===== src/rtl/core/gpsr_pkg.sv =====
// types, constants and helpers shared by the gpio port register block
`default_nettype none

package gpsr_pkg;

    localparam int unsigned DEF_WORD_COUNT  = 13;
    localparam int unsigned REGISTER_WINDOW = 1024;

    localparam int unsigned W_MODE   = 0;
    localparam int unsigned W_TYPE   = 1;
    localparam int unsigned W_SPEED  = 2;
    localparam int unsigned W_PULL   = 3;
    localparam int unsigned W_IN     = 4;
    localparam int unsigned W_OUT    = 5;
    localparam int unsigned W_SETRST = 6;
    localparam int unsigned W_LOCK   = 7;
    localparam int unsigned W_AFL    = 8;
    localparam int unsigned W_AFH    = 9;
    localparam int unsigned W_RST    = 10;
    localparam int unsigned W_LEVEL  = 11;
    localparam int unsigned W_SEC    = 12;

    localparam logic [11:0] OFF_MODE   = 12'(W_MODE * 4);
    localparam logic [11:0] OFF_TYPE   = 12'(W_TYPE * 4);
    localparam logic [11:0] OFF_SPEED  = 12'(W_SPEED * 4);
    localparam logic [11:0] OFF_PULL   = 12'(W_PULL * 4);
    localparam logic [11:0] OFF_IN     = 12'(W_IN * 4);
    localparam logic [11:0] OFF_OUT    = 12'(W_OUT * 4);
    localparam logic [11:0] OFF_SETRST = 12'(W_SETRST * 4);
    localparam logic [11:0] OFF_LOCK   = 12'(W_LOCK * 4);
    localparam logic [11:0] OFF_AFL    = 12'(W_AFL * 4);
    localparam logic [11:0] OFF_AFH    = 12'(W_AFH * 4);
    localparam logic [11:0] OFF_RST    = 12'(W_RST * 4);
    localparam logic [11:0] OFF_LEVEL  = 12'(W_LEVEL * 4);
    localparam logic [11:0] OFF_SEC    = 12'(W_SEC * 4);

    localparam logic [31:0] MODE_RST_PORT0 = 32'hABFF_FFFF;
    localparam logic [31:0] MODE_RST_OTHER = 32'hFFFF_FFFF;
    localparam logic [15:0] ALL_PINS       = 16'hFFFF;

    typedef enum logic [1:0] {
        OP_READ   = 2'd0,
        OP_WRITE  = 2'd1,
        OP_REINIT = 2'd2
    } t_op;

    localparam logic [1:0] LK_IDLE = 2'd0;
    localparam logic [1:0] LK_ONE  = 2'd1;
    localparam logic [1:0] LK_TWO  = 2'd2;
    localparam logic [1:0] LK_DONE = 2'd3;

    typedef struct packed {
        logic [1:0]  operation;
        logic [11:0] offset;
        logic [2:0]  access_size;
        logic [31:0] write_data;
        logic        secure;
        logic        clock_on;
        logic [3:0]  pin;
    } t_in_beat;

    typedef struct packed {
        logic        rejected;
        logic [31:0] read_data;
        logic        odr_changed;
        logic [31:0] old_output;
        logic [31:0] new_output;
        logic [3:0]  event_bank;
        logic [1:0]  pin_mode;
        logic [3:0]  pin_function;
    } t_out_beat;

    typedef struct packed {
        logic [1:0] progress;
        logic       engaged;
    } t_lock_state;

    function automatic logic [31:0] mode_reset(input logic [3:0] bank);
        return (bank == 4'd0) ? MODE_RST_PORT0 : MODE_RST_OTHER;
    endfunction

    function automatic logic [31:0] widen_pairs(input logic [15:0] pins);
        logic [31:0] r;
        r = '0;
        for (int i = 0; i < 16; i++) begin
            r[2*i +: 2] = {2{pins[i]}};
        end
        return r;
    endfunction

    function automatic logic [31:0] nibble_mask(input logic [7:0] pins);
        logic [31:0] r;
        r = '0;
        for (int i = 0; i < 8; i++) begin
            r[4*i +: 4] = {4{pins[i]}};
        end
        return r;
    endfunction

endpackage

`default_nettype wire


===== src/rtl/core/gpsr_access.sv =====
// one register access: decode, secure masking, read-modify-write and pin report
`default_nettype none

module gpsr_access
    import gpsr_pkg::*;
#(
    parameter int unsigned WORD_COUNT = DEF_WORD_COUNT
) (
    input  var t_in_beat                         i_item,
    input  var logic [WORD_COUNT-1:0][31:0]      i_regs,
    input  var t_lock_state                      i_lock,
    input  var logic [3:0]                       i_bank,
    output var logic [WORD_COUNT-1:0][31:0]      o_regs,
    output var t_lock_state                      o_lock,
    output var t_out_beat                        o_result
);

    localparam int unsigned IDX_W = $clog2(WORD_COUNT);
    localparam logic [12:0] BYTE_LIMIT = 13'(WORD_COUNT * 4);

    logic        size_ok;
    logic        rej;
    logic        do_rd;
    logic        do_wr;
    logic [11:0] off;
    logic [31:0] wdata;
    logic        sec;
    logic [31:0] open_pins;
    logic [31:0] pair_mask;
    logic [15:0] wr_pins;
    logic [31:0] rd_raw;
    logic [31:0] rd_val;
    logic [31:0] old_out;
    logic [31:0] new_out;
    logic        out_hit;
    logic        chg;
    logic [31:0] m;
    logic [31:0] o;
    logic [12:0] a;
    logic        key;

    assign off       = i_item.offset;
    assign wdata     = i_item.write_data;
    assign sec       = i_item.secure;
    assign open_pins = ~i_regs[W_SEC];
    assign pair_mask = widen_pairs(open_pins[15:0]);
    assign wr_pins   = sec ? ALL_PINS : open_pins[15:0];
    assign old_out   = i_regs[W_OUT];

    assign size_ok = (i_item.access_size != 3'd0) && (i_item.access_size <= 3'd4);
    assign rej     = (i_item.operation != OP_REINIT)
                   && ((i_item.operation != OP_READ && i_item.operation != OP_WRITE)
                       || !size_ok || ({1'b0, off} >= 13'(REGISTER_WINDOW)));
    assign do_rd   = !rej && i_item.clock_on && (i_item.operation == OP_READ);
    assign do_wr   = !rej && i_item.clock_on && (i_item.operation == OP_WRITE);

    // little-endian byte gather, bytes past the words read as zero
    always_comb begin
        rd_raw = '0;
        for (int i = 0; i < 4; i++) begin
            a = {1'b0, off} + 13'(i);
            if ((3'(i) < i_item.access_size) && (a < BYTE_LIMIT)) begin
                rd_raw[8*i +: 8] = i_regs[a[IDX_W+1:2]][{a[1:0], 3'b000} +: 8];
            end
        end
    end

    always_comb begin
        rd_val = rd_raw;
        if (!sec) begin
            if (off == OFF_SEC) begin
                rd_val = '0;
            end else if (off == OFF_IN || off == OFF_OUT || off == OFF_SETRST
                      || off == OFF_LOCK || off == OFF_AFL || off == OFF_AFH
                      || off == OFF_RST || off == OFF_LEVEL || off == OFF_TYPE) begin
                rd_val = rd_raw & open_pins;
            end else if (off == OFF_MODE || off == OFF_SPEED || off == OFF_PULL) begin
                rd_val = rd_raw & pair_mask;
            end
        end
    end

    always_comb begin
        o_regs = i_regs;
        o_lock = i_lock;
        m      = '0;
        o      = old_out;
        key    = wdata[16];
        if (i_item.operation == OP_REINIT) begin
            o_regs         = '0;
            o_regs[W_MODE] = mode_reset(i_bank);
            o_lock.engaged = 1'b0;
        end else if (do_wr) begin
            if (!sec && off == OFF_SEC) begin
                o_regs = i_regs;
            end else if (!sec && (off == OFF_AFL || off == OFF_AFH)) begin
                m = nibble_mask((off == OFF_AFL) ? open_pins[7:0] : open_pins[15:8]);
                if (off == OFF_AFL) begin
                    o_regs[W_AFL] = (i_regs[W_AFL] & ~m) | (wdata & m);
                end else begin
                    o_regs[W_AFH] = (i_regs[W_AFH] & ~m) | (wdata & m);
                end
            end else if (!sec && off == OFF_MODE) begin
                o_regs[W_MODE] = (i_regs[W_MODE] & ~pair_mask) | (wdata & pair_mask);
            end else if (!sec && off == OFF_SPEED) begin
                o_regs[W_SPEED] = (i_regs[W_SPEED] & ~pair_mask) | (wdata & pair_mask);
            end else if (!sec && off == OFF_PULL) begin
                o_regs[W_PULL] = (i_regs[W_PULL] & ~pair_mask) | (wdata & pair_mask);
            end else if (!sec && off == OFF_TYPE) begin
                o_regs[W_TYPE] = (i_regs[W_TYPE] & ~open_pins) | (wdata & open_pins);
            end else if (off == OFF_SETRST) begin
                o[15:0] = (old_out[15:0] | (wdata[15:0] & wr_pins))
                        & ~(wdata[31:16] & wr_pins);
                o_regs[W_OUT] = o;
            end else if (off == OFF_RST) begin
                o[15:0] = old_out[15:0] & ~(wdata[15:0] & wr_pins);
                o_regs[W_OUT] = o;
            end else if (off == OFF_LOCK) begin
                if (!i_lock.engaged) begin
                    if (i_lock.progress == LK_IDLE && key) begin
                        o_lock.progress = LK_ONE;
                    end else if (i_lock.progress == LK_ONE && !key) begin
                        o_lock.progress = LK_TWO;
                    end else if (i_lock.progress == LK_TWO && key) begin
                        o_lock.progress = LK_DONE;
                        o_lock.engaged  = 1'b1;
                    end else begin
                        o_lock.progress = LK_IDLE;
                    end
                    o_regs[W_LOCK] = wdata;
                end
            end else if ({1'b0, off} < BYTE_LIMIT) begin
                o_regs[off[IDX_W+1:2]] = wdata;
            end
        end
        // pin-change event mirrors the output word into the input word
        if (do_wr && out_hit && (o_regs[W_OUT] != old_out)) begin
            o_regs[W_IN] = o_regs[W_OUT];
        end
    end

    assign out_hit = (off == OFF_SETRST) || (off == OFF_RST) || (off == OFF_OUT);
    assign new_out = o_regs[W_OUT];
    assign chg     = do_wr && out_hit && (new_out != old_out);

    always_comb begin
        o_result.rejected     = rej;
        o_result.read_data    = do_rd ? rd_val : '0;
        o_result.odr_changed  = chg;
        o_result.old_output   = old_out;
        o_result.new_output   = chg ? new_out : old_out;
        o_result.event_bank   = i_bank;
        o_result.pin_mode     = o_regs[W_MODE][{i_item.pin, 1'b0} +: 2];
        o_result.pin_function = i_item.pin[3]
                              ? o_regs[W_AFH][{i_item.pin[2:0], 2'b00} +: 4]
                              : o_regs[W_AFL][{i_item.pin[2:0], 2'b00} +: 4];
    end

endmodule

`default_nettype wire


===== src/rtl/core/gpio_port_secure_registers.sv =====
// top level of the gpio port register block: input stage, state and result stage
//
// channel  | direction | handshake                  | beat
// ---------+-----------+----------------------------+-----------------
// in       | in        | i_in_valid / o_in_stall    | i_in_beat
// out      | out       | o_out_valid / i_out_stall  | o_out_beat
// cfg      | in        | i_cfg_we                   | i_cfg_wdata
//
// one beat per cycle sustained while the out side does not stall; a taken beat
// goes into the input register, then through the access logic into the result register
// the register file is updated as a beat leaves the input register, so the
// next beat sees it; sync reset loads the port reset values for port 0
// a stalled result holds the input register, which then stalls the in side
`default_nettype none

module gpio_port_secure_registers
    import gpsr_pkg::*;
#(
    parameter int unsigned WORD_COUNT = DEF_WORD_COUNT
) (
    input  var logic        i_clk,
    input  var logic        i_rst_n,
    input  var logic        i_in_valid,
    input  var t_in_beat    i_in_beat,
    output var logic        o_in_stall,
    output var logic        o_out_valid,
    output var t_out_beat   o_out_beat,
    input  var logic        i_out_stall,
    input  var logic        i_cfg_we,
    input  var logic [3:0]  i_cfg_wdata
);

    logic                           r_s1_valid;
    t_in_beat                       r_s1_beat;
    logic                           r_out_valid;
    t_out_beat                      r_out_beat;
    logic [3:0]                     r_bank;
    logic [WORD_COUNT-1:0][31:0]    r_regs;
    t_lock_state                    r_lock;

    logic [WORD_COUNT-1:0][31:0]    n_regs;
    t_lock_state                    n_lock;
    t_out_beat                      n_out_beat;
    logic                           out_ready;
    logic                           s1_go;
    logic                           in_take;

    assign out_ready  = !r_out_valid || !i_out_stall;
    assign s1_go      = r_s1_valid && out_ready;
    assign o_in_stall = r_s1_valid && !out_ready;
    assign in_take    = i_in_valid && !o_in_stall;

    gpsr_access #(
        .WORD_COUNT (WORD_COUNT)
    ) u_access (
        .i_item   (r_s1_beat),
        .i_regs   (r_regs),
        .i_lock   (r_lock),
        .i_bank   (r_bank),
        .o_regs   (n_regs),
        .o_lock   (n_lock),
        .o_result (n_out_beat)
    );

    always_ff @(posedge i_clk) begin
        if (!i_rst_n) begin
            r_s1_valid  <= 1'b0;
            r_out_valid <= 1'b0;
        end else begin
            if (in_take) begin
                r_s1_valid <= 1'b1;
            end else if (s1_go) begin
                r_s1_valid <= 1'b0;
            end
            if (s1_go) begin
                r_out_valid <= 1'b1;
            end else if (!i_out_stall) begin
                r_out_valid <= 1'b0;
            end
        end
    end

    always_ff @(posedge i_clk) begin
        if (in_take) begin
            r_s1_beat <= i_in_beat;
        end
        if (s1_go) begin
            r_out_beat <= n_out_beat;
        end
    end

    always_ff @(posedge i_clk) begin
        if (!i_rst_n) begin
            r_bank <= '0;
            r_lock <= '{progress: LK_IDLE, engaged: 1'b0};
            for (int i = 0; i < int'(WORD_COUNT); i++) begin
                r_regs[i] <= (i == int'(W_MODE)) ? mode_reset(4'd0) : '0;
            end
        end else begin
            if (i_cfg_we) begin
                r_bank <= i_cfg_wdata;
            end
            if (s1_go) begin
                r_regs <= n_regs;
                r_lock <= n_lock;
            end
        end
    end

    assign o_out_valid = r_out_valid;
    assign o_out_beat  = r_out_beat;

    a_stall_only_when_full: assert property (@(posedge i_clk) disable iff (!i_rst_n)
        o_in_stall |-> (r_out_valid && i_out_stall))
        else $error("input stalled while result stage can move");

    a_event_means_change: assert property (@(posedge i_clk) disable iff (!i_rst_n)
        (o_out_valid && o_out_beat.odr_changed)
            |-> (o_out_beat.new_output != o_out_beat.old_output))
        else $error("pin-change event without output change");

    a_no_event_same_word: assert property (@(posedge i_clk) disable iff (!i_rst_n)
        (o_out_valid && !o_out_beat.odr_changed)
            |-> (o_out_beat.new_output == o_out_beat.old_output))
        else $error("output word differs without pin-change event");

    a_reject_is_quiet: assert property (@(posedge i_clk) disable iff (!i_rst_n)
        (o_out_valid && o_out_beat.rejected)
            |-> (!o_out_beat.odr_changed && o_out_beat.read_data == '0))
        else $error("rejected access reported data or event");

    a_lock_needs_key: assert property (@(posedge i_clk) disable iff (!i_rst_n)
        $rose(r_lock.engaged) |-> (r_lock.progress == LK_DONE))
        else $error("lock engaged without full key sequence");

endmodule

`default_nettype wire


===== config.mk =====
export PLATFORM = sky130hd
export DESIGN_NAME = gpio_port_secure_registers
export DESIGN_NICKNAME = d
export VERILOG_FILES = /design/src/rtl/core/gpsr_pkg.sv /design/src/rtl/core/gpsr_access.sv /design/src/rtl/core/gpio_port_secure_registers.sv
export SDC_FILE = /design/constraint.sdc
export NUM_CORES = 2
export LEC_CHECK = 0
export BUFFER_PORTS_ARGS = -buffer_cell sky130_fd_sc_hd__clkbuf_2
export CORE_MARGIN = 2
export CORE_UTILIZATION = 30
export DETAILED_ROUTE_END_ITERATION = 7
export PLACE_DENSITY = 0.55
export SLEW_MARGIN = 20
export SYNTH_ARGS = -nofsm -noshare
export SYNTH_HDL_FRONTEND = slang
export SYNTH_SLANG_ARGS = --single-unit

===== constraint.sdc =====
create_clock -name i_clk -period 8.8 [get_ports i_clk]
set_input_delay 1.32 -clock i_clk [delete_from_list [all_inputs] [get_ports i_clk]]
set_output_delay 1.32 -clock i_clk [all_outputs]
set_load 0.02 [all_outputs]

---- After elaboration in Yosys (flattened, before gate mapping) ----
Index checks and enable logic that the tools add are counted.
Widths: inputs -> output; s select.
cells by class
  $add $sub $neg .......................... 3
  multiply operators ...................... 0
  div/mod/pow operators ................... 0
  order comparisons ....................... 15
  eq/ne operators ......................... 51
  shifts and indexed selects .............. 7
  muxes and demuxes ....................... 113
  bitwise gates (word level) .............. 38
  reductions and logical operators ........ 73
operators with widths
  kind                 count
  $mux 416             15
  $mux 224             13
  $mux 352             8
  $mux 160             11
  $mux 32              22
  $bmux 32 s4          4
  $bwmux 416           1
  $mux 384             1
  $and 32x32->32       11
  $mux 320             1
  $mux 288             1
  $mux 256             1
  $mux 96              2
  $or 32x32->32        6
  $demux 32 s4         1
  $mux 64              2
  $not 32->32          4
  $shiftx 32x6->8      4
  $and 16x16->16       4
  $shiftx 32x6->4      2
  $ne 3x1->1 const B   21
  $eq 12x6->1 const B  5
  $eq 12x5->1 const B  4
  $reduce_and 11->1    4
  other kinds (38)     152
word-level totals
  flip-flop bits (word level) ............. 588
  bits in latches ......................... 0
  RAM bits ................................ 0
  ROM bits ................................ 0
  bits of input ports ..................... 64
  memories ................................ 0

---- Longest topological paths before layout ----
  depth after elaboration ................. 57
  depth in mapped cells ................... 18

---- Cells and area by module ----
Synthesis repeated with hierarchy kept, for this count alone.
unflattened totals
  cells, all modules ...................... 5256
  area, all modules ....................... 48161.2 µm²
by module, submodules not included
  module                      instances  cells each  area each (µm²)  sequential area each (µm²)
  gpsr_access                 1          3255        25829.8          0.0
  gpio_port_secure_registers  1          2001        22331.4          13402.9

---- Least setup slack after synthesis ----
OpenSTA, ideal clock, no wires.
  path kind ............................... input port to flip-flop
  start ................................... in i_out_stall
  end ..................................... reg r_out_beat, in the netlist o_out_beat[0], enable pin
  data arrival time ....................... 5.072 ns
  data required time ...................... 8.286 ns
  setup slack ............................. 3.213 ns
  stages .................................. 5
  buffers on the path ..................... 2
  cell sequence ........................... nand2_1 nand2_1 inv_1 clkbuf_1 clkbuf_1
between the ends
  longest elaborated chain between the ends .. 3
RTL lines
  element               RTL line                          text
  from (decl)           gpio_port_secure_registers.sv:28  input var logic i_out_stall,
  $logic_not 1->1       n/a
  $logic_or 1x1->1      gpio_port_secure_registers.sv:48  assign out_ready = !r_out_valid || !i_out_stall;
  $logic_and 1x1->1     gpio_port_secure_registers.sv:49  assign s1_go = r_s1_valid && out_ready;
  net s1_go             gpio_port_secure_registers.sv:45  logic s1_go;
  to (signal assigned)  gpio_port_secure_registers.sv:88  r_out_beat <= n_out_beat;
  to (decl)             gpio_port_secure_registers.sv:36  t_out_beat r_out_beat;
The timed path passes the listed nets, and every way through them passes these cells.
A chain may end at the register's enable or synchronous reset.

---- Final worst setup path ----
  start ................................... reg r_s1_beat[42] (netlist name)
  end ..................................... reg r_regs[139] (netlist name)
between the ends
  longest elaborated chain between the ends .. 45
  elaborated cells on any way between the ends .. 83
  classes of those cells .................. order compare (2); eq/ne (20); mux (41); reduce/logical (20)
RTL lines
  element                                                                  RTL line                           text
  from (decl)                                                              gpio_port_secure_registers.sv:34   t_in_beat r_s1_beat;
  from (signal assigned)                                                   gpio_port_secure_registers.sv:85   r_s1_beat <= i_in_beat;
  $lt 12x6->1                                                              gpsr_access.sv:132                 end else if ({1'b0, off} < BYTE_LIMIT) begin
  $mux 416                                                                 gpsr_access.sv:132
  $mux 416                                                                 gpsr_access.sv:118                 end else if (off == OFF_LOCK) begin
  $mux 416                                                                 gpsr_access.sv:115                 end else if (off == OFF_RST) begin
  $mux 416                                                                 gpsr_access.sv:111                 end else if (off == OFF_SETRST) begin
  $mux 416                                                                 gpsr_access.sv:109                 end else if (!sec && off == OFF_TYPE) begin
  $mux 416                                                                 gpsr_access.sv:107                 end else if (!sec && off == OFF_PULL) begin
  $mux 416                                                                 gpsr_access.sv:105                 end else if (!sec && off == OFF_SPEED) begin
  [... 29 more ...]                                                        n/a
  $mux 256                                                                 gpsr_access.sv:96                  end else if (!sec && (off == OFF_AFL || off == OFF_AFH)) begin
  $mux 416                                                                 gpsr_access.sv:94                  if (!sec && off == OFF_SEC) begin
  $mux 416                                                                 gpsr_access.sv:93                  end else if (do_wr) begin
  $mux 416                                                                 gpsr_access.sv:89                  if (i_item.operation == OP_REINIT) begin
  $ne 32x32->1                                                             gpsr_access.sv:137                 if (do_wr && out_hit && (o_regs[W_OUT] != old_out)) begin
  $logic_and 1x1->1                                                        gpsr_access.sv:137
  $ne 3x1->1 (no source line) / $reduce_bool 3->1 (equally long branches)  n/a
  $reduce_and 12->1 (no source line)                                       n/a
  to (signal, indexed assignment)                                          gpio_port_secure_registers.sv:97   r_regs[i] <= (i == int'(W_MODE)) ? mode_reset(4'd0) : '0;
  to (signal assigned)                                                     gpio_port_secure_registers.sv:104  r_regs <= n_regs;
  to (decl)                                                                gpio_port_secure_registers.sv:38   logic [WORD_COUNT-1:0][31:0] r_regs;
Several ways; a longest one is shown, not always the timed one. The select of a mux whose other input is x is not followed.

==> flow_summary.json <==
{
  "status": "finished, final reports clean",
  "setup_slack_ps": 2470,
  "gp_congestion": 0.997,
  "io_buffers": 173,
  "finalSetupTns_ps": 0,
  "postCtsSetupBuffers": 0,
  "post-route-drc-count": 0,
  "rsz0062_at_grt": "false",
  "hold_start": "r_bank[1]$_SDFFE_PN0P_",
  "core-area_um2": 143000,
  "yosys.area_share.xor_xnor": 0.00466,
  "insertion_delay_ps": 700,
  "synth_top_area_cell": "mux4_2",
  "clock_path_buffers": 3,
  "critPathCaptureType": "register",
  "synthArstFlopShare": 0,
  "timing.final.crit_share": 0.719,
  "r2r_start": "r_s1_beat[42]$_DFFE_PP_",
  "place_area_um2": 45900,
  "slew_headroom": 0.0744,
  "drt_iter0_markers": 7337,
  "worst_setup_path_start_kind": "register",
  "required_ps": 9420,
  "path_common_cell": "buf_4",
  "final_nets": 4387,
  "period_needed_ps": 6330,
  "worstHoldPathCells": 0,
  "power_uw": 7370,
  "grt_usage": 0.288,
  "avgSynthCellArea_um2": 9.75,
  "synth_mux_area_frac": 0.261,
  "wl_per_cell_um": 34.8,
  "worstMarginPinSlew_ps": 1380,
  "clock_skew_ps": 39.5,
  "postLayoutCellArea_um2": 48600,
  "grt-ovfl-total": 0,
  "r2r_cells": 14,
  "hp-class": "register to register",
  "htreeDepth": 3,
  "crit_chain": "inv_1 -> buf_4 -> ha_2 -> or4b_1 -> nor2_4 -> buf_4 -> nand2_1 -> nand2_2 -> nor3_1 -> a311oi_2 -> nand4_4 -> o21ai_4 -> o21a_2 -> a22o_1",
  "syn-num-nets": 4502,
  "max_freq_mhz": 158,
  "synthCells": 4433,
  "slowest_stage": "o21a_2",
  "seq_area_um2": 13400,
  "drive_above_1_share": 0.223,
  "fillCellCount": 14700,
  "slew_viol_final": 0,
  "worst-path-buf-inv": 3,
  "cts_hold_buffers": 0,
  "ant_nets": 0,
  "ys_ff_latch": 588,
  "peakVddDrop_uv": 149,
  "cts_root_buf": "clkbuf_16",
  "synth_top_family_by_area": "multiplexers",
  "antenna_found_initial": 7,
  "netlist.area_leader.share": 0.227,
  "drt-pass1-iter-count": 8,
  "cts_tree": "built",
  "finalHoldViolCount": 0,
  "fp.dieW_um": 384,
  "dp_hpwl_mm": 149,
  "setup_viol": 0,
  "p_per_area_nw_per_um2": 152,
  "io-pin-count": 174,
  "cts_sinks": 588,
  "ys_seq_area_frac": 0.310,
  "vias": 42500,
  "synthTopCellsByCount": "mux4_2 (435), dfxtp_1 (425), clkbuf_1 (408)",
  "clkSlewWorstSetupHoldPaths_ps": 60,
  "antenna_cells": 0,
  "multiInputGateArea_um2": 28000,
  "critPathArrivalTime_ps": 6940,
  "grt_max_degree": 222,
  "timing.rr.end": "r_regs[139]$_SDFFE_PN0P_",
  "synth_area_um2": 43200,
  "wl_mm": 219,
  "cts_buffers": 76,
  "cp_max_fo": 37,
  "synth_edf_count": 163,
  "synthFlopType": "dfxtp_1",
  "p_leak_uw": 0.0152,
  "synth_most_common_cell": "mux4_2",
  "first_global_vias": 38700,
  "synth_fa_ha_area_frac": 0.00145,
  "ys_warn_count": 0,
  "areaGrowthSynthToFinish_pct": 12.5,
  "maxCapViolations": 0,
  "r2r_slack_ps": 2470,
  "vias_per_cell": 6.76,
  "place_ws_ps": 2760,
  "cts-resized-gates": 0,
  "path_delay_family": "compound AO/OA/AOI/OAI gates",
  "die_area_um2": 147000,
  "grt_pass1_wl_mm": 305,
  "die_h_um": 384,
  "synth_compound_area_frac": 0.202,
  "yosys-top-cells-area": "mux4_2 (23%), dfxtp_1 (20%), edfxtp_1 (11%), nor2b_1 (5.2%), a21oi_1 (3.8%)",
  "start_util": 0.302,
  "synthSimpleGateAreaFrac": 0.170,
  "slowest_delay_ps": 730,
  "hold_end": "o_out_beat[7]$_DFFE_PP_",
  "critical_path_class": "register to register",
  "fp-row-count": 139,
  "ys_types": 101
}
[through the flow]
stage	util	hold WS (ps)	instances
after global routing	0.339	470	6285
after detailed placement	0.321	447	6140
final	0.339	455	6285
after CTS	0.339	455	6282
after floorplan	-	406	4433
after global placement	0.321	432	6140
[sequential cells by signal (all words and copies together), names as in the netlist]
name / count
r_regs: 416
r_bank: 4
o_out_beat: 108
r_s1_beat: 55
r_s1_valid: 1
r_lock: 3
o_out_valid: 1
[placed cells by master (no fill, tap or decap), types with 27 or more instances in the layout]
master / count
mux4_2: 435
dfxtp_1: 425
nor2b_1: 358
a21oi_1: 332
nand2_1: 311
nor3_1: 273
o21ai_0: 193
nor2_1: 187
clkbuf_2: 172
edfxtp_1: 163
buf_4: 142
mux2i_1: 135
a22oi_1: 133
a221oi_1: 78
clkbuf_16: 77
nand3_1: 75
a32oi_1: 74
a211oi_1: 53
and3_1: 35
a32o_1: 35
nand2b_1: 31
a31oi_1: 31
nor3b_1: 28
a21o_1: 28
inv_1: 27
o311ai_0: 27
[where the power goes]
group / switching [uW] / internal, uW
sequential: 65.9 / 2830
combinational: 760 / 379
clock: 1380 / 1960
[layout make-up]
cell class | instances | share of cell area
Timing Repair Buffer | 324 | 0.0429
Clock inverter | 33 | 0.00934
Inverter | 30 | 0.00242
Clock buffer | 109 | 0.0445
Sequential cell | 588 | 0.276
Multi-Input combinational cell | 3298 | 0.576
Tap cell | 1903 | 0.0490
[worst max path at each step]
| stage | startpoint | end | cells after the start | slack [ps] |
|---|---|---|---|---|
| floorplan | i_out_stall | o_out_beat[0]$_DFFE_PP_ | 5 | 3210 |
| global placement | r_s1_beat[41]$_DFFE_PP_ | r_regs[136]$_SDFFE_PN0P_ | 15 | 2810 |
| detailed placement | r_s1_beat[41]$_DFFE_PP_ | r_regs[134]$_SDFFE_PN0P_ | 15 | 2760 |
| CTS | r_s1_beat[41]$_DFFE_PP_ | r_regs[139]$_SDFFE_PN0P_ | 15 | 2720 |
| global route | r_s1_beat[42]$_DFFE_PP_ | r_regs[129]$_SDFFE_PN0P_ | 13 | 2280 |
| finish | r_s1_beat[42]$_DFFE_PP_ | r_regs[139]$_SDFFE_PN0P_ | 14 | 2470 |
[cells by family after synthesis]
group                    count (synthesis)
AO/OA/AOI/OAI                         1267
XOR/XNOR                                23
adder cells (fa/ha/maj)                  5
buffers and inverters                  547
flip-flops                             588
multiplexers                           580
AND/OR/NAND/NOR                       1423
[routing by layer]
layer / vias up / GRT usage / wire (um)
met5: - / 0 / 26
met2: 3509 / 0.412 / 90000
met1: 21000 / 0.358 / 79200
li1: 17100 / - / -
met3: 782 / 0.110 / 31100
met4: 4 / 0.192 / 18300
Power figures use the tool's default switching activity.
